===== src/hw/rtl/multiplexed_seven_segment_scanner_core_defines.svh =====
// Assertion macros for the seven-segment scanner.
// Included by the top level; the bodies drop out when SYNTHESIS is defined.
`ifndef MULTIPLEXED_SEVEN_SEGMENT_SCANNER_CORE_DEFINES_SVH
`define MULTIPLEXED_SEVEN_SEGMENT_SCANNER_CORE_DEFINES_SVH
`ifndef SYNTHESIS
`define MSSS_ASSERT_IMP(label, clk, rst, ante, cons) \
   label: assert property (@(posedge clk) disable iff (rst) (ante) |-> (cons)) \
      else $error("Scanner check failed.");
`define MSSS_ASSERT_NXT(label, clk, rst, ante, cons) \
   label: assert property (@(posedge clk) disable iff (rst) (ante) |=> (cons)) \
      else $error("Scanner check failed.");
`else
`define MSSS_ASSERT_IMP(label, clk, rst, ante, cons)
`define MSSS_ASSERT_NXT(label, clk, rst, ante, cons)
`endif
`endif


===== src/hw/rtl/msss_pkg.sv =====
// Package for the seven-segment scanner: request actions, code constants,
// and the decimal code table. No dependencies.
package msss_pkg;

   localparam int NUM_DIGITS_DEFAULT     = 6;
   localparam int COLON_POSITION_DEFAULT = 4;

   localparam logic [7:0]  CATHODE_BIT      = 8'h80;
   localparam logic [7:0]  COLON_CODE       = 8'b0110_0000;
   localparam logic [15:0] SCAN_INTERVAL_RST = 16'd1000;
   localparam logic [16:0] ELAPSED_MAX      = 17'h1FFFF;

   typedef enum logic [2:0] {
      ACT_TICK    = 3'd0,
      ACT_DECIMAL = 3'd1,
      ACT_RAW     = 3'd2,
      ACT_CLEAR   = 3'd3,
      ACT_COLON   = 3'd4
   } action_type;

   // Segment code of (value mod 10); the quotient comes from a reciprocal multiply.
   function automatic logic [7:0] decimal_code(input logic [7:0] value);
      logic [15:0] prod;
      logic [7:0]  quo;
      logic [7:0]  diff;
      logic [7:0]  code;
      prod = 16'(value) * 16'd205;
      quo  = {3'b000, prod[15:11]};
      diff = value - 8'(quo * 8'd10);
      unique case (diff[3:0])
         4'd0:    code = 8'b0111_1110;
         4'd1:    code = 8'b0001_1000;
         4'd2:    code = 8'b0011_0111;
         4'd3:    code = 8'b0011_1101;
         4'd4:    code = 8'b0101_1001;
         4'd5:    code = 8'b0110_1101;
         4'd6:    code = 8'b0110_1111;
         4'd7:    code = 8'b0011_1000;
         4'd8:    code = 8'b0111_1111;
         4'd9:    code = 8'b0111_1101;
         default: code = 8'h00;
      endcase
      return code;
   endfunction

endpackage


===== src/hw/rtl/multiplexed_seven_segment_scanner_core.sv =====
// Multiplexed seven-segment scanner core, top level.
// Depends on msss_pkg and multiplexed_seven_segment_scanner_core_defines.svh.
//
// The core takes one request per clock cycle while req_stall is low. A request
// is held in an input register and is applied from there to the digit codes
// and tick counter; a refresh result is then held in the result register.
// A tick refreshes one digit once the tick count since the last refresh
// exceeds scan_interval. While a result waits in the result register under
// rsp_stall, the request held in the input register cannot be applied and
// req_stall rises. The scan interval is written through the csr port, which
// is always ready.
`include "multiplexed_seven_segment_scanner_core_defines.svh"

module multiplexed_seven_segment_scanner_core #(
   parameter int NUM_DIGITS     = msss_pkg::NUM_DIGITS_DEFAULT,
   parameter int COLON_POSITION = msss_pkg::COLON_POSITION_DEFAULT
) (
   input  logic        clock,
   input  logic        reset,
   input  logic        req_valid,
   output logic        req_stall,
   input  logic [2:0]  req_action,
   input  logic [2:0]  req_digit_pos,
   input  logic [7:0]  req_value,
   input  logic        req_colon_off,
   input  logic        req_blink_phase,
   output logic        rsp_valid,
   input  logic        rsp_stall,
   output logic [2:0]  rsp_digit_index,
   output logic        rsp_digit_enable,
   output logic        rsp_digit_level,
   output logic [6:0]  rsp_segment_levels,
   input  logic        csr_valid,
   output logic        csr_ready,
   input  logic [15:0] csr_scan_interval
);

   localparam int         IDX_W     = $clog2(NUM_DIGITS);
   localparam logic [3:0] NUM_DIG_4 = 4'(NUM_DIGITS);
   localparam logic [IDX_W-1:0] COLON_SEL = IDX_W'(COLON_POSITION % NUM_DIGITS);
   localparam logic [IDX_W-1:0] LAST_IDX  = IDX_W'(NUM_DIGITS - 1);

   function automatic logic [3:0] reduce_pos(input logic [2:0] pos);
      logic [3:0] r;
      r = {1'b0, pos};
      for (int i = 0; i < 4; i++) begin
         if (r >= NUM_DIG_4) begin
            r = r - NUM_DIG_4;
         end
      end
      return r;
   endfunction

   logic                   s1_valid_ff, s1_valid_in;
   msss_pkg::action_type   s1_action_ff;
   logic [2:0]             s1_pos_ff;
   logic [7:0]             s1_value_ff;
   logic                   s1_colon_off_ff;
   logic                   s1_blink_ff;

   logic [7:0]             codes_ff [NUM_DIGITS];
   logic [IDX_W-1:0]       scan_ff, scan_in;
   logic [16:0]            elapsed_ff, elapsed_in;
   logic [15:0]            interval_ff;

   logic                   rsp_valid_ff, rsp_valid_in;
   logic [2:0]             rsp_index_ff;
   logic                   rsp_enable_ff;
   logic                   rsp_level_ff;
   logic [6:0]             rsp_segs_ff;

   logic                   proc_go;
   logic                   fire;
   logic [16:0]            elapsed_inc;
   logic [3:0]             pos_red;
   logic [IDX_W-1:0]       wr_idx;
   logic                   wr_en;
   logic [7:0]             wr_code;
   logic [7:0]             rd_code;
   logic                   lit;
   logic                   accept;

   assign accept    = req_valid && !req_stall;
   assign proc_go   = s1_valid_ff && (!rsp_valid_ff || !rsp_stall);
   assign req_stall = s1_valid_ff && !proc_go;
   assign csr_ready = 1'b1;

   assign s1_valid_in = accept ? 1'b1 : (proc_go ? 1'b0 : s1_valid_ff);

   assign pos_red = reduce_pos(s1_pos_ff);

   always_comb begin
      wr_en   = 1'b0;
      wr_idx  = pos_red[IDX_W-1:0];
      wr_code = 8'h00;
      unique case (s1_action_ff)
         msss_pkg::ACT_DECIMAL: begin
            wr_en   = proc_go;
            wr_code = msss_pkg::decimal_code(s1_value_ff);
         end
         msss_pkg::ACT_RAW: begin
            wr_en   = proc_go;
            wr_code = s1_value_ff;
         end
         msss_pkg::ACT_CLEAR: begin
            wr_en = proc_go;
         end
         msss_pkg::ACT_COLON: begin
            wr_en  = proc_go;
            wr_idx = COLON_SEL;
            if (s1_blink_ff && !s1_colon_off_ff) begin
               wr_code = msss_pkg::COLON_CODE | msss_pkg::CATHODE_BIT;
            end
         end
         default: begin
            wr_en = 1'b0;
         end
      endcase
      if ((s1_action_ff == msss_pkg::ACT_DECIMAL || s1_action_ff == msss_pkg::ACT_RAW)
          && (pos_red == 4'd2 || pos_red == 4'd3)) begin
         wr_code = wr_code | msss_pkg::CATHODE_BIT;
      end
   end

   assign elapsed_inc = (elapsed_ff == msss_pkg::ELAPSED_MAX) ? elapsed_ff
                                                             : elapsed_ff + 17'd1;
   assign fire = proc_go && (s1_action_ff == msss_pkg::ACT_TICK)
                 && (elapsed_inc > {1'b0, interval_ff});

   always_comb begin
      elapsed_in = elapsed_ff;
      scan_in    = scan_ff;
      if (fire) begin
         elapsed_in = 17'd0;
         scan_in    = (scan_ff == LAST_IDX) ? '0 : scan_ff + 1'b1;
      end else if (proc_go && s1_action_ff == msss_pkg::ACT_TICK) begin
         elapsed_in = elapsed_inc;
      end
   end

   assign rd_code = codes_ff[scan_ff];
   assign lit     = (rd_code[6:0] != 7'd0);

   assign rsp_valid_in = fire ? 1'b1 : ((rsp_valid_ff && !rsp_stall) ? 1'b0 : rsp_valid_ff);

   always_ff @(posedge clock) begin
      if (reset) begin
         s1_valid_ff  <= 1'b0;
         rsp_valid_ff <= 1'b0;
         scan_ff      <= '0;
         elapsed_ff   <= 17'd0;
         interval_ff  <= msss_pkg::SCAN_INTERVAL_RST;
         for (int i = 0; i < NUM_DIGITS; i++) begin
            codes_ff[i] <= 8'h00;
         end
      end else begin
         s1_valid_ff  <= s1_valid_in;
         rsp_valid_ff <= rsp_valid_in;
         scan_ff      <= scan_in;
         elapsed_ff   <= elapsed_in;
         if (csr_valid && csr_ready) begin
            interval_ff <= csr_scan_interval;
         end
         if (wr_en) begin
            codes_ff[wr_idx] <= wr_code;
         end
      end
   end

   always_ff @(posedge clock) begin
      if (accept) begin
         s1_action_ff    <= msss_pkg::action_type'(req_action);
         s1_pos_ff       <= req_digit_pos;
         s1_value_ff     <= req_value;
         s1_colon_off_ff <= req_colon_off;
         s1_blink_ff     <= req_blink_phase;
      end
      if (fire) begin
         rsp_index_ff  <= 3'(scan_ff);
         rsp_enable_ff <= lit;
         rsp_level_ff  <= lit && rd_code[7];
         rsp_segs_ff   <= !lit ? 7'd0 : (rd_code[7] ? ~rd_code[6:0] : rd_code[6:0]);
      end
   end

   assign rsp_valid          = rsp_valid_ff;
   assign rsp_digit_index    = rsp_index_ff;
   assign rsp_digit_enable   = rsp_enable_ff;
   assign rsp_digit_level    = rsp_level_ff;
   assign rsp_segment_levels = rsp_segs_ff;

   `MSSS_ASSERT_IMP(a_blank_dark, clock, reset, rsp_valid && !rsp_digit_enable,
      !rsp_digit_level && rsp_segment_levels == 7'd0)
   `MSSS_ASSERT_IMP(a_index_range, clock, reset, rsp_valid,
      4'(rsp_digit_index) < 4'(NUM_DIGITS))
   `MSSS_ASSERT_NXT(a_fire_restarts, clock, reset, fire,
      elapsed_ff == 17'd0 && rsp_valid_ff)
   `MSSS_ASSERT_IMP(a_stall_cause, clock, reset, req_stall,
      s1_valid_ff && rsp_valid_ff && rsp_stall)

endmodule


===== config.mk =====
export PLATFORM = sky130hd
export DESIGN_NAME = multiplexed_seven_segment_scanner_core
export DESIGN_NICKNAME = d
export VERILOG_FILES = /design/src/hw/rtl/msss_pkg.sv /design/src/hw/rtl/multiplexed_seven_segment_scanner_core.sv
export VERILOG_INCLUDE_DIRS = /design/src /design/src/hw/rtl
export SDC_FILE = /design/constraint.sdc
export NUM_CORES = 1
export LEC_CHECK = 0
export BUFFER_PORTS_ARGS = -buffer_cell sky130_fd_sc_hd__buf_2
export CAP_MARGIN = 20
export CORE_AREA = 3 3 126 128
export CTS_CLUSTER_DIAMETER = 120
export DETAILED_ROUTE_END_ITERATION = 16
export DIE_AREA = 0 0 129 131
export MAX_ROUTING_LAYER = met4
export PLACE_DENSITY = 0.67
export REMOVE_ABC_BUFFERS = 1
export SLEW_MARGIN = 20
export SYNTH_ARGS = -nofsm -noshare
export SYNTH_HDL_FRONTEND = slang
export SYNTH_SLANG_ARGS = --single-unit

===== constraint.sdc =====
create_clock -name clock -period 9.1 [get_ports clock]
set_input_delay 0.455 -clock clock [delete_from_list [all_inputs] [get_ports clock]]
set_output_delay 0.455 -clock clock [all_outputs]
set_load 0.02 [all_outputs]

==> impl_metrics.toml, run 1 <==
[power_and_ir_drop]
vdd_drop_max_v = 0.000172
leakagePower_uw = 0.00343
p_per_area_nw_per_um2 = 233

[clock_tree]
postCtsHoldBufs = 0
cts_sinks = 133
clk_latency_ps = 420
h-tree-depth = 4
clkSlewWorstSetupHoldPaths_ps = 60
postCtsSetupRepairBufs = 0
ctsResizeCount = 0
clock-root-buffer = "clkbuf_16"
cts_tree = "built"
ctsLongestPathBuffers = 2
cts_buffers = 17

[synthesis]
ys_types = 56
synth_cells = 652
ys_seq_area_frac = 0.489
synth.most_common_cell = "edfxtp_1"
synth_ff_type = "edfxtp_1"
synth-edff-count = 92
synth_top_area_share = 0.377
synth_commonest_cells = "92 x edfxtp_1, 81 x nor2_1, 57 x ha_1"
ys_async_sr_fraction = 0
synth_top_area_cell = "edfxtp_1"
synth_warnings = 0
synth_top_cells_by_area = "edfxtp_1 38%, dfxtp_1 11%, ha_1 9.7%, mux4_2 4.9%, nor2_1 4.2%"
syn_area_um2 = 7330
synth_area_per_cell_um2 = 11.2
ys_ff_latch = 133

[worst_setup_path]
crit_top_cell = "ha_1"
cp.required_ps = 9230
max_stage_delay_ps = 540
slowest_stage = "fa_1"
path_cells = "ha_1, xor2_1, ha_1, fa_1, inv_1, fa_1, inv_1, ha_1, a211oi_2, nor2_1, a211o_1, xor2_1, ha_1, fa_1, xnor2_1, xnor2_1, xnor2_1, or3_1, a21oi_1, o21ai_0, a21oi_1"
startpoint = "s1_value_ff[1]"
crit_path_end_kind = "flop"
cp_top_family = "adder cells"
path_max_fanout = 6
r2r-start = "s1_value_ff[1]"
crit_arrival_ps = 6500
worstSetupStartpointType = "flop"
worstSetupPathType = "reg -> reg"
cp_num_buf_inv = 2

[floorplan]
num_rows = 45
fp.dieH_um = 131
pin_count = 52
coreArea_um2 = 15000
dieArea_um2 = 16900
die_w_um = 129
initial_core_util = 0.489

[grt]
antenna_found_initial = 0
grt_overflow = 0
grt_pass1_vias = 4942
grt_max_degree = 23
grt_first_pass_wirelength_um = 24200
grt_usage = 0.192

[route]
dr.pass1.iters = 7
wirelength_um = 14900
first_iter_violations = 309
vias = 4901
drc = 0
post_drt_wl_per_cell_um = 16.4
drtAntennaViolNets = 0
via_per_inst = 5.38

[timing]
finalCritPeriodShare = 0.701
setup_violations = 0
clock_skew_ps = 7.35
fin_tns_setup_ps = 0
relSlewSlack = 0.276
final_hold_viol_count = 0
max_freq_ghz = 0.157
worst_pin_slew_ps = 1080
rsz0062_at_grt = "no"
min_period_ps = 6380
drv_slew = 0

[final_layout]
antennaDiodeCount = 0
fin_nets = 816
layout-drive-gt1-share = 0.155
area_growth_pct = 13.3
final_area_um2 = 8300

[placement]
globalplace.congestion = 0.848
dp_hpwl_um = 10900
dpl_cell_area_um2 = 7770
portBuffers = 50

[worst_hold_path]
min_from = "req_value[0]"
hold_path.class = "in -> reg"

[status]
status = "complete, no violations"

[job]
cap_violations = 0
-- flip-flops by register name (all words and copies together) (netlist names), named ones only --
register	cells
codes_ff	64
elapsed_ff	17
interval_ff	16
s1_value_ff	8
rsp_segment_levels	7
rsp_digit_index	3
s1_action_ff	3
s1_pos_ff	3
scan_ff	3
rsp_digit_enable	1
rsp_digit_level	1
rsp_valid	1
s1_blink_ff	1
s1_colon_off_ff	1
s1_valid_ff	1
-- per-layer routing --
metal  wire [um]  global-route usage
met1        6770               0.246
met2        7220               0.308
met3         782              0.0443
met4         171              0.0587
met5           0                   -
-- power by group --
group / internal (uW) / switching, uW / total (uW) / leakage (uW)
clock: 372 / 244 / 615 / 0.000252
combinational: 243 / 396 / 639 / 0.00190
sequential: 667 / 13.7 / 681 / 0.00128
total: 1280 / 653 / 1940 / 0.00343
-- logic make-up (layout without fill, tap and decap cells) --
family,after synthesis,after routing,share of synthesized area
multiplexers,39,39,0.0816
buffers and inverters,80,136,0.0437
adder cells (fa/ha/maj),68,68,0.127
XOR/XNOR,47,47,0.0562
AO/OA/AOI/OAI,85,85,0.0743
AND/OR/NAND/NOR,198,198,0.127
flip-flops,133,133,0.489
other,2,17,0.00103
-- layout make-up --
type,count,area [um^2]
timing repair buffer,54,280
inverter,51,191
tap,188,235
sequential,133,3580
clock buffer,22,444
multi-input combinational,454,3480
clock inverter,9,81.3
fill,1275,6680
-- final timing paths --
| kind | slack, ps | to | cells past startpoint |
|---|---|---|---|
| worst max register to register | 2720 | codes_ff[5][6] | 21 |
| worst max-delay path | 2720 | codes_ff[5][6] | 21 |
| worst min-delay path | 200 | s1_value_ff[0] | 1 |
| worst min register to register | 480 | rsp_digit_index[2] | 0 |
-- stage by stage --
step	util	setup slack, ps	std cells	total power (uW)	hold WS (ps)
after floorplan	-	3260	638	1180	430
after global placement	0.519	3030	880	1300	449
after detailed placement	0.519	2770	880	1320	466
after CTS	0.554	2750	911	1940	190
after global routing	0.554	2310	911	2040	192
final	0.554	2720	911	1940	203
-- layout by cell type, fill, tap and decap left out, types with 3 or more instances in the layout --
master,n
a21o_1,7
a21oi_1,42
a31oi_1,3
and3_1,3
buf_2,50
buf_4,4
clkbuf_1,5
clkbuf_16,17
clkinv_2,3
conb_1,17
dfxtp_1,41
edfxtp_1,92
fa_1,11
ha_1,57
inv_1,51
mux2i_1,20
mux4_2,16
nand2_1,43
nand2b_1,5
nand3_1,19
nand4_1,15
nor2_1,81
nor2b_1,5
nor3_1,4
nor4_1,4
o211ai_1,6
o21ai_0,8
or2_2,5
xnor2_1,25
xor2_1,22
(Power assumes the default switching activity.)
==> inputs of run 2 (changes only) <==
--- a/config.mk
+++ b/config.mk
@@ -13,7 +13,7 @@
 export DETAILED_ROUTE_END_ITERATION = 16
 export DIE_AREA = 0 0 129 131
 export MAX_ROUTING_LAYER = met4
-export PLACE_DENSITY = 0.67
+export PLACE_DENSITY = 0.69
 export REMOVE_ABC_BUFFERS = 1
 export SLEW_MARGIN = 20
 export SYNTH_ARGS = -nofsm -noshare
==> constraint.sdc (replaced) <==
create_clock -name clock -period 5.75 [get_ports clock]
set_input_delay 0.2875 -clock clock [delete_from_list [all_inputs] [get_ports clock]]
set_output_delay 0.2875 -clock clock [all_outputs]
set_load 0.02 [all_outputs]
==> impl_metrics.toml, run 2 (same netlist as run 1, synthesis figures left out) <==
[status]
status = "complete, no violations"

[route]
via_per_inst = 5.49
drtAntennaViolNets = 0
post_drt_wl_per_cell_um = 16.8
dr.pass1.iters = 5
vias = 5139
first_iter_violations = 323
wirelength_um = 15800
drc = 0

[worst_setup_path]
startpoint = "s1_value_ff[1]"
cp_num_buf_inv = 3
path_cells = "ha_4, xor2_1, ha_1, fa_1, inv_2, fa_1, inv_1, ha_1, a211oi_2, nor2_1, a211o_1, xor2_2, ha_2, fa_2, xnor2_2, xnor2_2, xnor2_2, or3_4, a2111oi_4, buf_4, nor2_4, a21oi_2"
slowest_stage = "fa_1"
max_stage_delay_ps = 570
worstSetupStartpointType = "flop"
cp.required_ps = 6020
r2r-start = "s1_value_ff[1]"
crit_top_cell = "xnor2_2"
path_max_fanout = 6
cp_top_family = "adder cells"
crit_arrival_ps = 6000
worstSetupPathType = "reg -> reg"
crit_path_end_kind = "flop"

[timing]
drv_slew = 0
worst_pin_slew_ps = 949
finalCritPeriodShare = 0.997
fin_tns_setup_ps = 0
setup_violations = 0
clock_skew_ps = 6.59
relSlewSlack = 0.349
max_freq_ghz = 0.174
final_hold_viol_count = 0
rsz0062_at_grt = "yes"
min_period_ps = 5730
timing.hold.ws_ps = 31.7

[floorplan]
fp.dieH_um = 131
die_w_um = 129
initial_core_util = 0.489
pin_count = 52
dieArea_um2 = 16900
num_rows = 45
coreArea_um2 = 15000

[power_and_ir_drop]
leakagePower_uw = 0.00361
swShare = 0.369
seqPwrFrac = 0.285
pwr-share-comb = 0.442
p_clk_frac = 0.273
p_int_uw = 2370
vdd_drop_max_v = 0.000329
fin_total_pwr_uw = 3760
p_switching_uw = 1390
p_per_area_nw_per_um2 = 425

[worst_hold_path]
hold_path.class = "in -> reg"
min_from = "req_digit_pos[1]"

[clock_tree]
clk_latency_ps = 430
cts_tree = "built"
postCtsHoldBufs = 0
cts_sinks = 133
clkSlewWorstSetupHoldPaths_ps = 60
ctsLongestPathBuffers = 2
cts_buffers = 17
h-tree-depth = 4
clock-root-buffer = "clkbuf_16"

[placement]
dpl_cell_area_um2 = 7910
globalplace.congestion = 0.861
portBuffers = 50
dp_hpwl_um = 11200

[grt]
grt_overflow = 0
antenna_found_initial = 0
grt_pass1_vias = 5175
grt_max_degree = 23
grt_usage = 0.198
grt_first_pass_wirelength_um = 25000

[final_layout]
largestRegisters = "codes_ff (64), elapsed_ff (17), interval_ff (16)"
area_growth_pct = 20.7
layout.cells.most_common_list = "92 x edfxtp_1, 68 x nor2_1, 55 x ha_1, 50 x buf_2, 49 x inv_1"
final_area_um2 = 8840
fillers = 1205
final_common_cell = "edfxtp_1"
regMostFlops = "codes_ff"
largest_reg_flops = 64
fin_nets = 840
layout-drive-gt1-share = 0.258
antennaDiodeCount = 0

[job]
cap_violations = 0
-- run 2: path summary, 6_finish.rpt --
kind	slack [ps]	endpoint	depth (start not counted)
min	30	s1_pos_ff[1]	1
min reg2reg	470	rsp_digit_index[2]	0
max reg2reg	20	codes_ff[6][2]	22
max	20	codes_ff[6][2]	22
-- run 2: stage by stage --
step / setup WS, ps / util / std cells
after detailed placement: -284 / 0.528 / 897
after CTS: 0.179 / 0.571 / 930
after global routing: -223 / 0.590 / 936
after floorplan: -94.9 / - / 638
after global placement: -77.8 / 0.527 / 896
final: 15.0 / 0.590 / 936
-- run 2: final cells by class --
cell class | instances | area (um^2) | area share
multi-input cells | 454 | 3790 | 0.429
clock inverters | 12 | 90.1 | 0.0102
well taps | 188 | 235 | 0.0266
repair buffers | 78 | 472 | 0.0534
inverters | 51 | 191 | 0.0217
flip-flops and latches | 133 | 3580 | 0.405
clock buffers | 20 | 478 | 0.0541
-- run 2: power by group through the flow --
| stage | combinational [uW] | sequential, uW | clock (uW) |
|---|---|---|---|
| final | 1660 | 1070 | 1030 |
| after CTS | 1210 | 1070 | 1040 |
| after global placement | 1070 | 1090 | 0 |
| after floorplan | 776 | 1090 | 0 |
| after global routing | 1800 | 1080 | 1080 |
| after detailed placement | 1110 | 1090 | 0 |
-- run 2: worst register-to-register path, cell delays in order (launching register included) --
cell and delay [ps]:
edfxtp_1 450, ha_4 310, xor2_1 140, ha_1 270, fa_1 570, inv_2 50, fa_1 520, inv_1 40
ha_1 300, a211oi_2 180, nor2_1 70, a211o_1 340, xor2_2 180, ha_2 180, fa_2 350, xnor2_2 160
xnor2_2 200, xnor2_2 140, or3_4 430, a2111oi_4 290, buf_4 190, nor2_4 50, a21oi_2 170
-- run 2: routing by layer --
metal	share of wire	vias to the layer above	GRT usage
li1	-	2468	-
met1	0.43	2498	0.253
met2	0.49	148	0.317
met3	0.058	25	0.0435
met4	0.015	0	0.0624
met5	0	-	-
-- run 2: repair_timing --
item                       CTS  global route
buffers inserted             1             6
gates resized for setup     15            54
setup endpoints to repair   56            56
pin swaps                   10            39
==> inputs of run 3 (changes only) <==
--- a/config.mk
+++ b/config.mk
@@ -15,6 +15,7 @@
 export MAX_ROUTING_LAYER = met4
 export PLACE_DENSITY = 0.69
 export REMOVE_ABC_BUFFERS = 1
+export SETUP_SLACK_MARGIN = 0.05
 export SLEW_MARGIN = 20
 export SYNTH_ARGS = -nofsm -noshare
 export SYNTH_HDL_FRONTEND = slang
==> impl_metrics.toml, run 3 (same netlist as run 1, synthesis figures left out) <==
[job]
cap_violations = 0

[clock_tree]
ctsLongestPathBuffers = 2
clkSlewWorstSetupHoldPaths_ps = 60
cts_tree = "built"
cts_sinks = 133
clk_latency_ps = 420
postCtsHoldBufs = 0
h-tree-depth = 4
clock-root-buffer = "clkbuf_16"
cts_buffers = 17

[final_layout]
largest_reg_flops = 64
regMostFlops = "codes_ff"
area_growth_pct = 20.9
fin_nets = 842
fillers = 1209
finalNonFillerCells = 938
layout-drive-gt1-share = 0.257
seq_area_um2 = 3580
layout.cells.most_common_list = "92 x edfxtp_1, 69 x nor2_1, 53 x ha_1, 50 x buf_2, 48 x inv_1"
multiInputGateArea_um2 = 3790
final_common_cell = "edfxtp_1"
largestRegisters = "codes_ff (64), elapsed_ff (17), interval_ff (16)"
antennaDiodeCount = 0

[worst_setup_path]
r2r_end = "codes_ff[6][2]"
crit_path_end_kind = "flop"
crit_arrival_ps = 5980
worstSetupPathType = "reg -> reg"
endpoint = "codes_ff[6][2]"
r2r-start = "s1_value_ff[2]"
ff2ff_path_depth = 23
cp.required_ps = 6010
startpoint = "s1_value_ff[2]"
r2r_slack_ps = 40
path_max_fanout = 6
worstSetupStartpointType = "flop"

[route]
via_per_inst = 5.50
first_iter_violations = 358
vias = 5155
drc = 0
dr.pass1.iters = 6
drtAntennaViolNets = 0
wirelength_um = 15800
post_drt_wl_per_cell_um = 16.9

[timing]
setup_slack_ps = 36.1
drv_slew = 0
finalCritPeriodShare = 0.994
min_period_ps = 5710
worst_pin_slew_ps = 933
max_freq_ghz = 0.175
final_hold_viol_count = 0
clock_skew_ps = 6.38
relSlewSlack = 0.360
rsz0062_at_grt = "yes"
setup_violations = 0

[worst_hold_path]
hold_path.class = "in -> reg"

[placement]
portBuffers = 50
dp_slack_ps = -284
dp_hpwl_um = 11200
dp_cells = 897
globalplace.congestion = 0.861

[floorplan]
fp.dieH_um = 131
pin_count = 52
coreArea_um2 = 15000
initial_core_util = 0.489
die_w_um = 129
num_rows = 45
dieArea_um2 = 16900

[power_and_ir_drop]
p_per_area_nw_per_um2 = 427
leakagePower_uw = 0.00362
vdd_drop_max_v = 0.000287

[grt]
grt_usage = 0.199
grt_max_degree = 23
grt_first_pass_wirelength_um = 25100
antenna_found_initial = 0
grt_overflow = 0
grt_pass1_vias = 5172

[status]
status = "complete, no violations"
[run 3: cell types whose count changed in the layout (fill, tap and decap cells not counted), moves of 2 or more]
cell	change
buf_4	+3
ha_1	-2
ha_4	+2
a21oi_2	-5
a21oi_1	+5
[run 3: final cells by class]
class,instances,area share
clock buffer,20,0.0540
sequential,133,0.405
inverter,51,0.0216
multi-input combinational,454,0.429
tap,188,0.0266
clock inverter,12,0.0102
timing repair buffer,80,0.0545
[run 3: where the power goes]
part,switching [uW],total (uW),internal (uW),leakage (uW)
sequential,17.1,1070,1060,0.00128
clock,421,1030,605,0.000285
combinational,958,1680,722,0.00205
[run 3: timing repair]
item / 4_1_cts / 5_1_grt
buffers inserted: 1 / 8
hold endpoints to repair: 0 / 0
cloned: 0 / 0
pin swaps: 14 / 35
endpoints found under the setup margin: 56 / 56
resized for setup: 18 / 47
[run 3: layer usage]
layer | up-vias | part of all wire | GRT usage | wire length [um]
met1 | 2499 | 0.44 | 0.253 | 7000
met2 | 156 | 0.49 | 0.319 | 7810
met4 | 0 | 0.013 | 0.0624 | 211
met3 | 22 | 0.051 | 0.0435 | 804
li1 | 2478 | - | - | -
met5 | - | 0 | - | 0
[run 3: worst max-delay path, cell delays in order, from the launching register on]
cell and delay, ps:
edfxtp_1 440, ha_4 280, xor2_2 170, ha_1 320, fa_1 540, inv_2 50
fa_1 540, inv_2 50, ha_4 210, a211oi_2 210, nor2_1 70, a211o_1 340
xor2_2 180, ha_2 190, fa_2 350, xnor2_2 150, xnor2_2 160, xnor2_2 300
buf_4 190, o21ai_4 70, a2111oi_4 340, buf_4 190, nor2_4 50, a21oi_2 170
[run 3: worst min-delay path by stage]
stage	from	endpoint	slack [ps]	depth (start not counted)
final	req_digit_pos[1]	s1_pos_ff[1]	40	1
after global routing	req_digit_pos[0]	s1_pos_ff[0]	20	1
after CTS	req_digit_pos[0]	s1_pos_ff[0]	20	1
after detailed placement	scan_ff[2]	rsp_digit_index[2]	460	0
after global placement	scan_ff[2]	rsp_digit_index[2]	440	0
after floorplan	reset	rsp_valid	360	1
[run 3: per-stage QoR]
step | utilization | total power [uW] | hold WS (ps) | TNS (ps) | cell area, um^2
after global routing | 0.591 | 3980 | 17.2 | -5320 | 8860
final | 0.591 | 3780 | 38.3 | 0 | 8860
after CTS | 0.573 | 3340 | 20.0 | 0 | 8580
after detailed placement | 0.528 | 2200 | 459 | -9980 | 7910
after global placement | 0.527 | 2160 | 445 | -785 | 7890
after floorplan | - | 1870 | 357 | -707 | 7250
